--- src/sv/galf_pkg.sv ---
package galf_pkg;

  localparam int READING_BITS = 12;

  localparam int PHASE_W = 2;
  localparam int RAW_W   = 12;
  localparam int PPM_W   = 16;
  localparam int STATE_W = 3;
  localparam int MODE_W  = 2;
  localparam int CFG_IDX_W  = 2;
  localparam int CFG_DATA_W = 16;

  localparam int RAW_USE_BITS = (READING_BITS < RAW_W) ? READING_BITS : RAW_W;
  localparam logic [RAW_W-1:0] RAW_MASK = RAW_W'((64'd1 << RAW_USE_BITS) - 64'd1);

  typedef enum logic [STATE_W-1:0] {
    ST_WARMUP  = 3'd0,
    ST_NORMAL  = 3'd1,
    ST_WARNING = 3'd2,
    ST_ALARM   = 3'd3,
    ST_ERROR   = 3'd4
  } alarm_state_t;

  typedef enum logic [PHASE_W-1:0] {
    PH_HIGH    = 2'd0,
    PH_LOW     = 2'd1,
    PH_MEASURE = 2'd2,
    PH_OTHER   = 2'd3
  } phase_t;

  typedef enum logic [MODE_W-1:0] {
    LED_OFF       = 2'd0,
    LED_SLOW      = 2'd1,
    LED_FAST      = 2'd2,
    LED_HEARTBEAT = 2'd3
  } led_mode_t;

  typedef enum logic [CFG_IDX_W-1:0] {
    CFG_NORMAL_LIMIT    = 2'd0,
    CFG_WARNING_LIMIT   = 2'd1,
    CFG_EMERGENCY_LIMIT = 2'd2,
    CFG_FAULT_FLOOR     = 2'd3
  } cfg_index_t;

endpackage

--- src/sv/gas_alarm_level_fsm.sv ---
// gas alarm level state machine: one transaction in per sensor service tick, one
// transaction out for each. every input transaction gives a result carrying the
// new alarm state (warmup, normal, warning, alarm, error), the green and red led
// modes, the siren flag, a one-time warmup beep pulse and a state-change flag.
// the block takes a new transaction every clock cycle while the output is not
// stalled; a transaction is held in the input register and then sits in the
// result register, which holds it for as long as the output is stalled. the
// alarm state advances as a transaction moves from the input register to the
// result register. the four limit registers are written through the cfg port,
// which is always ready; write them only while no transaction is in flight.
module gas_alarm_level_fsm
  import galf_pkg::*;
(
  input  logic                  clk,
  input  logic                  rst_n,

  input  logic                  in_valid,
  output logic                  in_stall,
  input  logic [PHASE_W-1:0]    in_heater_phase,
  input  logic                  in_sensor_fault,
  input  logic [RAW_W-1:0]      in_raw_reading,
  input  logic [PPM_W-1:0]      in_gas_ppm,

  output logic                  out_valid,
  input  logic                  out_stall,
  output logic [STATE_W-1:0]    out_alarm_state,
  output logic [MODE_W-1:0]     out_green_led,
  output logic [MODE_W-1:0]     out_red_led,
  output logic                  out_siren_on,
  output logic                  out_beep_pulse,
  output logic                  out_mode_changed,

  input  logic                  cfg_valid,
  output logic                  cfg_ready,
  input  logic [CFG_IDX_W-1:0]  cfg_index,
  input  logic [CFG_DATA_W-1:0] cfg_data
);

  logic [PPM_W-1:0] normal_limit_r;
  logic [PPM_W-1:0] warning_limit_r;
  logic [RAW_W-1:0] emergency_limit_r;
  logic [RAW_W-1:0] fault_floor_r;

  alarm_state_t state_r, state_nxt;
  logic         beep_given_r, beep_given_nxt;
  logic         beep_nxt;

  logic             s1_valid_r;
  phase_t           s1_phase_r;
  logic             s1_fault_r;
  logic [RAW_W-1:0] s1_raw_r;
  logic [PPM_W-1:0] s1_ppm_r;

  logic              out_valid_r;
  logic [STATE_W-1:0] out_state_r;
  led_mode_t         out_green_r, out_red_r;
  logic              out_siren_r, out_beep_r, out_changed_r;

  led_mode_t green_nxt, red_nxt;
  logic      siren_nxt;

  logic out_load;
  logic in_take;
  logic [RAW_W-1:0] raw_used;

  assign out_load = s1_valid_r && (!out_valid_r || !out_stall);
  assign in_stall = s1_valid_r && !out_load;
  assign in_take  = in_valid && !in_stall;
  assign cfg_ready = 1'b1;
  assign raw_used = s1_raw_r & RAW_MASK;

  // configuration registers
  always_ff @(posedge clk) begin
    if (!rst_n) begin
      normal_limit_r    <= PPM_W'(50);
      warning_limit_r   <= PPM_W'(150);
      emergency_limit_r <= RAW_W'(3000);
      fault_floor_r     <= RAW_W'(10);
    end else if (cfg_valid && cfg_ready) begin
      unique case (cfg_index_t'(cfg_index))
        CFG_NORMAL_LIMIT:    normal_limit_r    <= cfg_data;
        CFG_WARNING_LIMIT:   warning_limit_r   <= cfg_data;
        CFG_EMERGENCY_LIMIT: emergency_limit_r <= cfg_data[RAW_W-1:0];
        CFG_FAULT_FLOOR:     fault_floor_r     <= cfg_data[RAW_W-1:0];
        default: ;
      endcase
    end
  end

  // input register
  always_ff @(posedge clk) begin
    if (!rst_n) begin
      s1_valid_r <= 1'b0;
    end else if (in_take) begin
      s1_valid_r <= 1'b1;
    end else if (out_load) begin
      s1_valid_r <= 1'b0;
    end
  end

  always_ff @(posedge clk) begin
    if (in_take) begin
      s1_phase_r <= phase_t'(in_heater_phase);
      s1_fault_r <= in_sensor_fault;
      s1_raw_r   <= in_raw_reading;
      s1_ppm_r   <= in_gas_ppm;
    end
  end

  // next state
  always_comb begin
    state_nxt      = state_r;
    beep_given_nxt = beep_given_r;
    beep_nxt       = 1'b0;
    if (s1_fault_r || (raw_used < fault_floor_r)) begin
      state_nxt = ST_ERROR;
    end else begin
      unique case (state_r)
        ST_ERROR: state_nxt = ST_NORMAL;
        ST_WARMUP: begin
          if (s1_phase_r == PH_HIGH && !beep_given_r) begin
            beep_nxt       = 1'b1;
            beep_given_nxt = 1'b1;
          end
          if (s1_phase_r == PH_MEASURE) state_nxt = ST_NORMAL;
        end
        ST_NORMAL, ST_WARNING, ST_ALARM: begin
          if (s1_phase_r == PH_LOW) begin
            if (raw_used > emergency_limit_r) state_nxt = ST_ALARM;
          end else if (s1_phase_r == PH_MEASURE) begin
            priority if (state_r == ST_NORMAL) begin
              if (s1_ppm_r > warning_limit_r)     state_nxt = ST_ALARM;
              else if (s1_ppm_r > normal_limit_r) state_nxt = ST_WARNING;
            end else if (state_r == ST_WARNING) begin
              if (s1_ppm_r > warning_limit_r)     state_nxt = ST_ALARM;
              else if (s1_ppm_r < normal_limit_r) state_nxt = ST_NORMAL;
            end else begin
              if (s1_ppm_r < normal_limit_r)       state_nxt = ST_NORMAL;
              else if (s1_ppm_r < warning_limit_r) state_nxt = ST_WARNING;
            end
          end
        end
        default: state_nxt = state_r;
      endcase
    end
  end

  // led and siren decode
  always_comb begin
    green_nxt = LED_OFF;
    red_nxt   = LED_OFF;
    siren_nxt = 1'b0;
    unique case (state_nxt)
      ST_WARMUP:  green_nxt = LED_SLOW;
      ST_NORMAL:  green_nxt = LED_HEARTBEAT;
      ST_WARNING: red_nxt   = LED_FAST;
      ST_ALARM: begin
        red_nxt   = LED_FAST;
        siren_nxt = 1'b1;
      end
      ST_ERROR:   red_nxt   = LED_SLOW;
      default: ;
    endcase
  end

  always_ff @(posedge clk) begin
    if (!rst_n) begin
      state_r      <= ST_WARMUP;
      beep_given_r <= 1'b0;
      out_valid_r  <= 1'b0;
    end else begin
      if (out_load) begin
        state_r      <= state_nxt;
        beep_given_r <= beep_given_nxt;
        out_valid_r  <= 1'b1;
      end else if (!out_stall) begin
        out_valid_r  <= 1'b0;
      end
    end
  end

  always_ff @(posedge clk) begin
    if (out_load) begin
      out_state_r   <= state_nxt;
      out_green_r   <= green_nxt;
      out_red_r     <= red_nxt;
      out_siren_r   <= siren_nxt;
      out_beep_r    <= beep_nxt;
      out_changed_r <= (state_nxt != state_r);
    end
  end

  assign out_valid        = out_valid_r;
  assign out_alarm_state  = out_state_r;
  assign out_green_led    = out_green_r;
  assign out_red_led      = out_red_r;
  assign out_siren_on     = out_siren_r;
  assign out_beep_pulse   = out_beep_r;
  assign out_mode_changed = out_changed_r;

endmodule

--- config.mk ---
export PLATFORM = sky130hd
export DESIGN_NAME = gas_alarm_level_fsm
export DESIGN_NICKNAME = d
export VERILOG_FILES = /design/src/sv/galf_pkg.sv /design/src/sv/gas_alarm_level_fsm.sv
export SDC_FILE = /design/constraint.sdc
export NUM_CORES = 1
export LEC_CHECK = 0
export BUFFER_PORTS_ARGS = -buffer_cell sky130_fd_sc_hd__buf_2
export CORE_ASPECT_RATIO = 0.7
export CORE_MARGIN = 4
export CORE_UTILIZATION = 52
export DETAILED_ROUTE_END_ITERATION = 7
export PLACE_DENSITY = 0.76
export SLEW_MARGIN = 30
export SYNTH_ARGS = -nofsm -noshare
export SYNTH_HDL_FRONTEND = slang
export SYNTH_SLANG_ARGS = --single-unit
--- constraint.sdc ---
create_clock -name clk -period 2.7 [get_ports clk]
set_input_delay 0 -clock clk [delete_from_list [all_inputs] [get_ports clk]]
set_output_delay 0 -clock clk [all_outputs]
set_load 0.01 [all_outputs]
==> qor.csv, run 1 <==
metric,value,unit
status,finished with violations,
violations,setup timing,
antenna_found_initial,0,
io_buffers,65,
dp_slack,0.009400,ns
routed-wl-met2,6622,µm
rr_worst_depth,8,
via_per_inst,5.712,
synth_ff_type,dfxtp_1,
antenna_cells,0,
drt_wl_total,13990,µm
final_cell_area,0.006606,mm²
cts_tree,yes,
first_global_vias,4600,
timing.final.ws_setup,-0.05854,ns
yosysWarnings,0,
clock-sinks,103,
clk_pin_slew,0.07,ns
ys_seq_area_frac,0.4793,
netlist_area,0.005159,mm²
wl_per_cell,17.51,µm
hold_class,primary input to flop,
drv_cap,0,
ys_types,51,
dieArea,0.01160,mm²
top_layer,met4,
clk_latency,0.35,ns
layoutNonFillerInstCount,799,
finalHoldViolCount,0,
synth_fp_nets,658,
crit_cells,8,
fin_util,0.6822,
antenna_left,0,
synthCells,549,
final_nets,775,
placed_area,0.005612,mm²
slew_headroom,0.5802,
path_class,flop to flop,
min_period,2.759,ns
path_max_fanout,3,
die_height,91.34,µm
yosys_register_bits,103,
htreeDepth,3,
place_inst,727,
fin_crit_sh,1.022,
tightest_slew,0.6273,ns
startpoint_type,flop,
synth_edf_count,41,
cts_buffers,9,
slew_viol_final,0,
clockBufferDepth,2,
p_per_area,551.1,mW/mm²
setup_violations,1,
hold_path_depth,2,
slowest_delay,0.56,ns
grt_pass1_wl,22390,µm
drive_gt1_frac,0.1893,
first_iter_violations,369,
fin_hold_ws,0.07794,ns
ir_drop,0.4146,mV
leakage,2.719,nW
ios,67,
rows,30,
vias,4564,
overflow,0,
n_fill_cell,738,
grt_start_max_net_pins,45,
wl_met1,5842,µm
die_w,127.0,µm
dr.pass1.iters,5,
skew,0.008672,ns
core-area,0.009684,mm²
ctsRootBufferMaster,clkbuf_16,
grt_setup_unrepaired,yes,
layout_common_cells,"nand2_1 (111), a21oi_1 (72), buf_2 (65)",
syn_avg_cell_area,9.397,µm²
endpoint_kind,flop,
layout_commonest_cell,nand2_1,
drc,0,
gp_congestion,0.9384,
wl_met3,1213,µm
worst_ep_arrival_time,2.85,ns
start_util,0.5327,
async_flop_share,0,
cp_num_buf_inv,0,
area_delta_synth_final,28.06,%
worstPathRequired,2.79,ns
fmax,362.5,MHz
crit_slowest_cell,or4b_4,
hpwlAfterDp,9152,µm
path_delay_family,compound AO/OA/AOI/OAI gates,
gr-usage-all-layers,0.2419,
path_cells,ha_1 -> nor2b_4 -> o211ai_2 -> a2111oi_2 -> or4b_4 -> o211ai_4 -> mux2_4 -> a2111o_1,
-- final cells by class --
| cell class | count | area [µm²] | area share |
|---|---|---|---|
| Multi-Input combinational cell | 362 | 2506 | 0.3794 |
| Clock inverter | 5 | 53.80 | 0.008144 |
| Sequential cell | 103 | 2472 | 0.3742 |
| Inverter | 63 | 236.5 | 0.03580 |
| Clock buffer | 11 | 264.0 | 0.03996 |
| Timing Repair Buffer | 127 | 913.4 | 0.1383 |
| Tap cell | 128 | 160.2 | 0.02424 |
-- per-stage QoR --
stage	TNS [ns]	total power, W
6_report	-0.05854	0.003641
2_1_floorplan	0	0.002031
3_3_place_gp	0	0.002161
3_5_place_dp	0	0.002186
4_1_cts	0	0.003610
5_1_grt	-0.2002	0.003780
-- synth_stat cells (3+ instances only) --
cell type | n | area share
nand3_1 | 8 | 0.0078
o211ai_2 | 3 | 0.0073
nor2_1 | 14 | 0.010
dfxtp_1 | 62 | 0.24
nand2b_1 | 3 | 0.0036
o211ai_1 | 20 | 0.029
nand4_1 | 8 | 0.0097
a211oi_1 | 7 | 0.010
nor2b_1 | 3 | 0.0036
o21ai_0 | 4 | 0.0039
or2_2 | 3 | 0.0036
a21o_1 | 7 | 0.010
edfxtp_1 | 41 | 0.24
ha_1 | 55 | 0.13
nand2_1 | 111 | 0.081
nor3_1 | 6 | 0.0058
a21oi_1 | 73 | 0.071
clkbuf_1 | 18 | 0.013
inv_1 | 62 | 0.045
-- cell families after synthesis --
family / Yosys count / synth area share
other cells: 1 / 0.0007269
flops: 103 / 0.4793
buf+inv: 84 / 0.06233
fa+ha+maj: 55 / 0.1334
simple gates: 174 / 0.1606
compound gates: 131 / 0.1608
mux: 1 / 0.002910
-- sequential cells by signal, indices dropped and copies added (netlist names) --
signal / flops
fault_floor_r: 12
raw_used: 12
out_beep_pulse: 1
out_mode_changed: 1
out_alarm_state: 3
s1_fault_r: 1
out_valid: 1
emergency_limit_r: 12
s1_valid_r: 1
out_red_led: 2
beep_given_r: 1
warning_limit_r: 16
s1_ppm_r: 16
state_r: 3
out_siren_on: 1
s1_phase_r: 2
out_green_led: 2
normal_limit_r: 16
-- report_power, final --
part           switching [W]  internal, W  leakage (nW)  total [W]
clock               0.000571     0.000797         0.160    0.00137
combinational       0.000296     0.000242          1.65   0.000537
sequential         0.0000433      0.00169         0.904    0.00174
total               0.000910      0.00273          2.72    0.00364
-- metal layers --
layer / vias up / track usage
met4: 0 / 0.06250
met3: 47 / 0.05350
met1: 2126 / 0.3080
li1: 2148 / -
met2: 243 / 0.4168
met5: - / 0
-- path summary, 6_finish.rpt --
check	to	startpoint	slack, ns
worst max-delay path	out_mode_changed	s1_ppm_r[1]	-0.06
worst min-delay path	emergency_limit_r[5]	rst_n	0.08
worst max register to register	out_mode_changed	s1_ppm_r[1]	-0.06
worst min register to register	normal_limit_r[2]	normal_limit_r[2]	0.46
-- timing repair --
| item | in CTS | in global routing |
|---|---|---|
| cloned | 0 | 0 |
| pin swaps | 1 | 13 |
| setup buffers | 1 | 7 |
| setup endpoints to repair | 1 | 2 |
| hold endpoints to repair | 88 | 0 |
| resized for setup | 6 | 13 |
| hold buffers | 49 | 0 |
No activity file was read; power rests on OpenSTA's default activity.
==> inputs of run 2 (changes only) <==
HOLD_SLACK_MARGIN = 0.1   (was not set)
RECOVER_POWER = 100   (was not set)
==> qor.csv, run 2 (synthesis gave the netlist of run 1 again) <==
metric,value,unit,change
timing.final.ws_setup,-0.05580,ns,was -0.05854 ns
vias,4568,,was 4564
largestRegisters,"normal_limit_r (16), s1_ppm_r (16), warning_limit_r (16)",,unchanged
fin_util,0.6805,,was 0.6822
placed_area,0.005612,mm²,unchanged
crit_slowest_cell,or4b_4,,unchanged
endpoint_kind,flop,,unchanged
path_delay_family,compound AO/OA/AOI/OAI gates,,unchanged
fin_tns_setup,-0.05580,ns,was -0.05854 ns
fmax,362.9,MHz,was 362.5 MHz
htreeDepth,3,,unchanged
clk_pin_slew,0.07,ns,about the same
path_cells,ha_1 -> nor2b_4 -> o211ai_2 -> a2111oi_2 -> or4b_4 -> o211ai_4 -> mux2_4 -> a2111o_1,,unchanged
path_class,flop to flop,,unchanged
layout_commonest_cell,nand2_1,,unchanged
hold_class,primary input to flop,,unchanged
grt_setup_unrepaired,yes,,unchanged
startpoint_type,flop,,unchanged
ctsRootBufferMaster,clkbuf_16,,unchanged
clock-sinks,103,,unchanged
slew_viol_final,0,,unchanged
min_period,2.756,ns,was 2.759 ns
wl_per_cell,17.62,µm,was 17.51 µm
drc,0,,unchanged
rows,30,,unchanged
antenna_left,0,,unchanged
clockBufferDepth,2,,unchanged
ios,67,,unchanged
grt_start_max_net_pins,45,,unchanged
hpwlAfterDp,9152,µm,unchanged
status,finished with violations,,unchanged
antenna_cells,0,,unchanged
die_height,91.34,µm,unchanged
cts_buffers,9,,unchanged
path_max_fanout,3,,unchanged
antenna_found_initial,0,,unchanged
overflow,0,,unchanged
ir_drop,0.4153,mV,was 0.4146 mV
dp_slack,0.009400,ns,unchanged
fin_crit_sh,1.021,,was 1.022
core-area,0.009684,mm²,unchanged
cp_num_buf_inv,0,,unchanged
skew,0.009944,ns,was 0.008672 ns
worst_ep_arrival_time,2.85,ns,about the same
dr.pass1.iters,5,,unchanged
final_cell_area,0.006590,mm²,was 0.006606 mm²
leakage,2.668,nW,was 2.719 nW
setup_violations,1,,unchanged
via_per_inst,5.710,,was 5.712
worstPathRequired,2.79,ns,about the same
die_w,127.0,µm,unchanged
finalHoldViolCount,0,,unchanged
layout_common_cells,"nand2_1 (111), a21oi_1 (72), inv_1 (62), dfxtp_1 (62), ha_1 (51)",,"was nand2_1 (111), a21oi_1 (72), buf_2 (65)"
gr-usage-all-layers,0.2421,,was 0.2419
tightest_slew,1.044,ns,was 0.6273 ns
dieArea,0.01160,mm²,unchanged
start_util,0.5327,,unchanged
cts_tree,yes,,unchanged
slowest_delay,0.56,ns,about the same
drive_gt1_frac,0.1622,,was 0.1893
first_iter_violations,365,,was 369
grt_pass1_wl,22400,µm,was 22390 µm
slew_headroom,0.3039,,was 0.5802
p_per_area,553.2,mW/mm²,was 551.1 mW/mm²
drt_wl_total,14100,µm,was 13990 µm
area_delta_synth_final,27.75,%,was 28.06%
drv_cap,0,,unchanged
gp_congestion,0.9384,,unchanged
n_fill_cell,747,,was 738
final_nets,776,,was 775
first_global_vias,4607,,was 4600
clk_latency,0.35,ns,about the same
io_buffers,65,,unchanged
violations,setup timing,,unchanged
[run 2: per-layer routing]
layer | GRT usage | wire, µm
met1 | 0.3077 | 6011
met2 | 0.4177 | 6637
met3 | 0.05350 | 1089
met4 | 0.06250 | 360
met5 | 0 | 0
[run 2: path summary, 6_finish.rpt]
kind / cells after the start / slack, ns / from / endpoint
setup / recovery: 8 / -0.06 / s1_ppm_r[1] / out_mode_changed
hold reg to reg: 2 / 0.46 / normal_limit_r[2] / normal_limit_r[2]
setup reg to reg: 8 / -0.06 / s1_ppm_r[1] / out_mode_changed
hold / removal: 4 / 0.18 / cfg_index[1] / warning_limit_r[15]
[run 2: what timing repair did]
action / CTS / global route
pin swaps: 1 / 13
setup buffers: 1 / 7
hold buffers: 50 / 0
resized for setup: 6 / 13
setup endpoints to repair: 1 / 2
endpoints found under the hold margin: 89 / 0
[run 2: final cells by class]
| class | instances | area [µm²] | share of cell area |
|---|---|---|---|
| Tap cell | 128 | 160.2 | 0.02430 |
| Timing Repair Buffer | 128 | 897.1 | 0.1361 |
| Inverter | 63 | 236.5 | 0.03588 |
| Clock buffer | 11 | 264.0 | 0.04006 |
| Sequential cell | 103 | 2472 | 0.3752 |
| Multi-Input combinational cell | 362 | 2506 | 0.3803 |
| Clock inverter | 5 | 53.80 | 0.008164 |
[run 2: where the power goes]
| group | switching [W] | internal [W] | total (W) |
|---|---|---|---|
| Clock | 0.000576 | 0.000797 | 0.00137 |
| Sequential | 0.0000437 | 0.00169 | 0.00174 |
| Combinational | 0.000297 | 0.000239 | 0.000536 |
[run 2: worst reg2reg max path, stage by stage (launching register included)]
cell,delay (ns)
edfxtp_1,0.44
ha_1,0.34
nor2b_4,0.13
o211ai_2,0.17
a2111oi_2,0.10
or4b_4,0.56
o211ai_4,0.14
mux2_4,0.32
a2111o_1,0.30
[run 2: stage by stage]
stage	hold slack (ns)	power, W	cells
floorplan	0.09887	0.002031	549
global placement	0.1764	0.002161	727
detailed placement	0.1781	0.002186	727
CTS	0.1664	0.003612	794
global route	0.1849	0.003779	800
finish	0.1800	0.003646	800
==> inputs of run 3 (changes only) <==
CELL_PAD_IN_SITES_DETAIL_PLACEMENT = 2   (was not set)
CELL_PAD_IN_SITES_GLOBAL_PLACEMENT = 2   (was not set)
CORE_MARGIN = not set   (was 4)
CORE_UTILIZATION = 33   (was 52)
PLACE_DENSITY = not set   (was 0.76)
PLACE_DENSITY_LB_ADDON = 0.1   (was not set)
SLEW_MARGIN = 20   (was 30)
==> qor.csv, run 3 (synthesis gave the netlist of run 1 again) <==
metric,value,unit,change
r2r-start,s1_ppm_r[1],,unchanged
swShare,0.2661,,was 0.2514
ctsRootBufferMaster,clkbuf_16,,unchanged
worst_ep_arrival_time,2.84,ns,was 2.85 ns
r2r-end,out_mode_changed,,unchanged
layout_commonest_cell,nand2_1,,unchanged
die_height,106.6,µm,was 91.34 µm
gp_congestion,0.7907,,was 0.9384
first_global_vias,4911,,was 4607
wl_per_cell,18.98,µm,was 17.62 µm
path_class,flop to flop,,unchanged
antenna_cells,0,,unchanged
clockBufferDepth,2,,unchanged
setup_violations,1,,unchanged
min_period,2.748,ns,was 2.756 ns
hold_class,primary input to flop,,unchanged
gr-usage-all-layers,0.2151,,was 0.2421
layout_common_cells,"nand2_1 (111), a21oi_1 (71), inv_1 (63)",,"was nand2_1 (111), a21oi_1 (72), inv_1 (62), dfxtp_1 (62), ha_1 (51)"
pwr-share-clk,0.371,,was 0.377
status,finished with violations,,unchanged
die_w,151.4,µm,was 127.0 µm
core-area,0.01500,mm²,was 0.009684 mm²
finalHoldViolCount,0,,unchanged
drc,0,,unchanged
ir_drop,0.2623,mV,was 0.4153 mV
p_comb_frac,0.146,,was 0.147
violations,"capacitance limit, slew limit, setup timing",,was setup timing
via_per_inst,5.107,,was 5.710
dp_slack,-0.04708,ns,was 0.009400 ns
fin_crit_sh,1.018,,was 1.021
overflow,0,,unchanged
area_delta_synth_final,26.58,%,was 27.75%
clock-sinks,103,,unchanged
cts_tree,yes,,unchanged
endpoint_kind,flop,,unchanged
grt_pass1_wl,26110,µm,was 22400 µm
hold_start,rst_n,,was cfg_index[1]
ios,67,,unchanged
dr.pass1.iters,4,,was 5
leakage,2.608,nW,was 2.668 nW
path_max_fanout,3,,unchanged
slew_headroom,-0.03032,,was 0.3039
final_nets,772,,was 776
worstPathRequired,2.79,ns,about the same
antenna_left,0,,unchanged
n_fill_cell,1648,,was 747
startpoint_type,flop,,unchanged
rr_worst_depth,9,,was 8
share_seq_of_total_power,0.483,,was 0.476
grt_setup_unrepaired,yes,,unchanged
p_int,0.002634,W,was 0.002729 W
slew_viol_final,20,,was 0
skew,0.01026,ns,was 0.009944 ns
fmax,363.9,MHz,was 362.9 MHz
fin_util,0.4354,,was 0.6805
hold_path_depth,3,,was 4
timing.final.ws_setup,-0.04773,ns,was -0.05580 ns
hpwlAfterDp,11660,µm,was 9152 µm
drt_wl_total,16380,µm,was 14100 µm
tightest_slew,1.539,ns,was 1.044 ns
io_buffers,65,,unchanged
multi_input_area,0.002432,mm²,was 0.002506 mm²
p_sw,0.0009549,W,was 0.0009166 W
clk_latency,0.35,ns,about the same
first_iter_violations,141,,was 365
antenna_found_initial,0,,unchanged
clk_pin_slew,0.07,ns,about the same
cts_buffers,9,,unchanged
htreeDepth,3,,unchanged
regArea,0.002472,mm²,unchanged
grt_start_max_net_pins,32,,was 45
start_util,0.3439,,was 0.5327
largestRegisters,"normal_limit_r (16), s1_ppm_r (16), warning_limit_r (16)",,unchanged
drv_cap,1,,was 0
vias,4407,,was 4568
reg2reg_slack,-0.05,ns,was -0.06 ns
dieArea,0.01614,mm²,was 0.01160 mm²
p_per_area,549.6,mW/mm²,was 553.2 mW/mm²
rows,37,,was 30
drive_gt1_frac,0.1362,,was 0.1622
hold_end,emergency_limit_r[4],,was warning_limit_r[15]
==> run 3: changes by cell type in the layout (fill, tap and decap cells not counted), moves of 3 or more <==
cell      previous run  this run
buf_2               48        44
ha_1                51        54
clkbuf_1            17        23
ha_4                 4         1
buf_4               11         7
==> run 3: worst max-delay path by stage <==
stage	slack, ns	startpoint	endpoint
after floorplan	0.18	s1_ppm_r[1]	out_mode_changed
after global placement	0.02	s1_ppm_r[1]	out_mode_changed
after detailed placement	-0.05	s1_ppm_r[1]	out_mode_changed
after CTS	-0.03	s1_ppm_r[1]	out_mode_changed
after global routing	-0.14	s1_ppm_r[1]	out_mode_changed
final	-0.05	s1_ppm_r[1]	out_mode_changed
==> run 3: repair_timing <==
| item | CTS | global route |
|---|---|---|
| buffers inserted | 1 | 0 |
| pin swaps | 5 | 2 |
| endpoints found under the hold margin | 89 | 0 |
| hold buffers | 49 | 0 |
| gates resized for setup | 7 | 3 |
| endpoints found under the setup margin | 1 | 6 |
==> run 3: through the flow <==
stage	total power, W	instance area, µm²	hold WS [ns]	instances	TNS [ns]
after floorplan	0.002031	5159	0.09887	549	0
after global placement	0.002198	5729	0.1764	797	0
after detailed placement	0.002227	5729	0.1783	797	-0.04708
after CTS	0.003628	6554	0.1177	863	-0.02697
after global routing	0.003737	6530	0.1248	863	-0.2029
final	0.003589	6530	0.1176	863	-0.04773
==> run 3: worst max-delay path: stages (launching register included) <==
cell,delay [ns]
edfxtp_1,0.45
ha_1,0.34
buf_4,0.11
nand4_1,0.22
nor4_4,0.29
a21oi_1,0.14
o22ai_2,0.15
o211ai_2,0.14
mux2_4,0.31
a2111o_1,0.35
==> run 3: layout make-up <==
cell class,instances,area share
Tap cell,195,0.03736
Clock buffer,10,0.03506
Sequential cell,103,0.3786
Inverter,63,0.03621
Multi-Input combinational cell,362,0.3725
Clock inverter,6,0.009197
Timing Repair Buffer,124,0.1311
==> run 3: power by group through the flow <==
stage / registers [W] / logic [W] / clock network (W)
final: 0.00173 / 0.000523 / 0.00133
after global routing: 0.00174 / 0.000583 / 0.00141
after CTS: 0.00173 / 0.000530 / 0.00136
after detailed placement: 0.00177 / 0.000459 / 0
after global placement: 0.00176 / 0.000434 / 0
after floorplan: 0.00176 / 0.000276 / 0
==> run 3: per-layer routing <==
layer  up-vias  wire (µm)  track usage
met4         0        156      0.04214
met5         -          0            0
met3        15        524      0.03745
li1       2140          -            -
met2        67       7796       0.3669
met1      2185       7905       0.2843
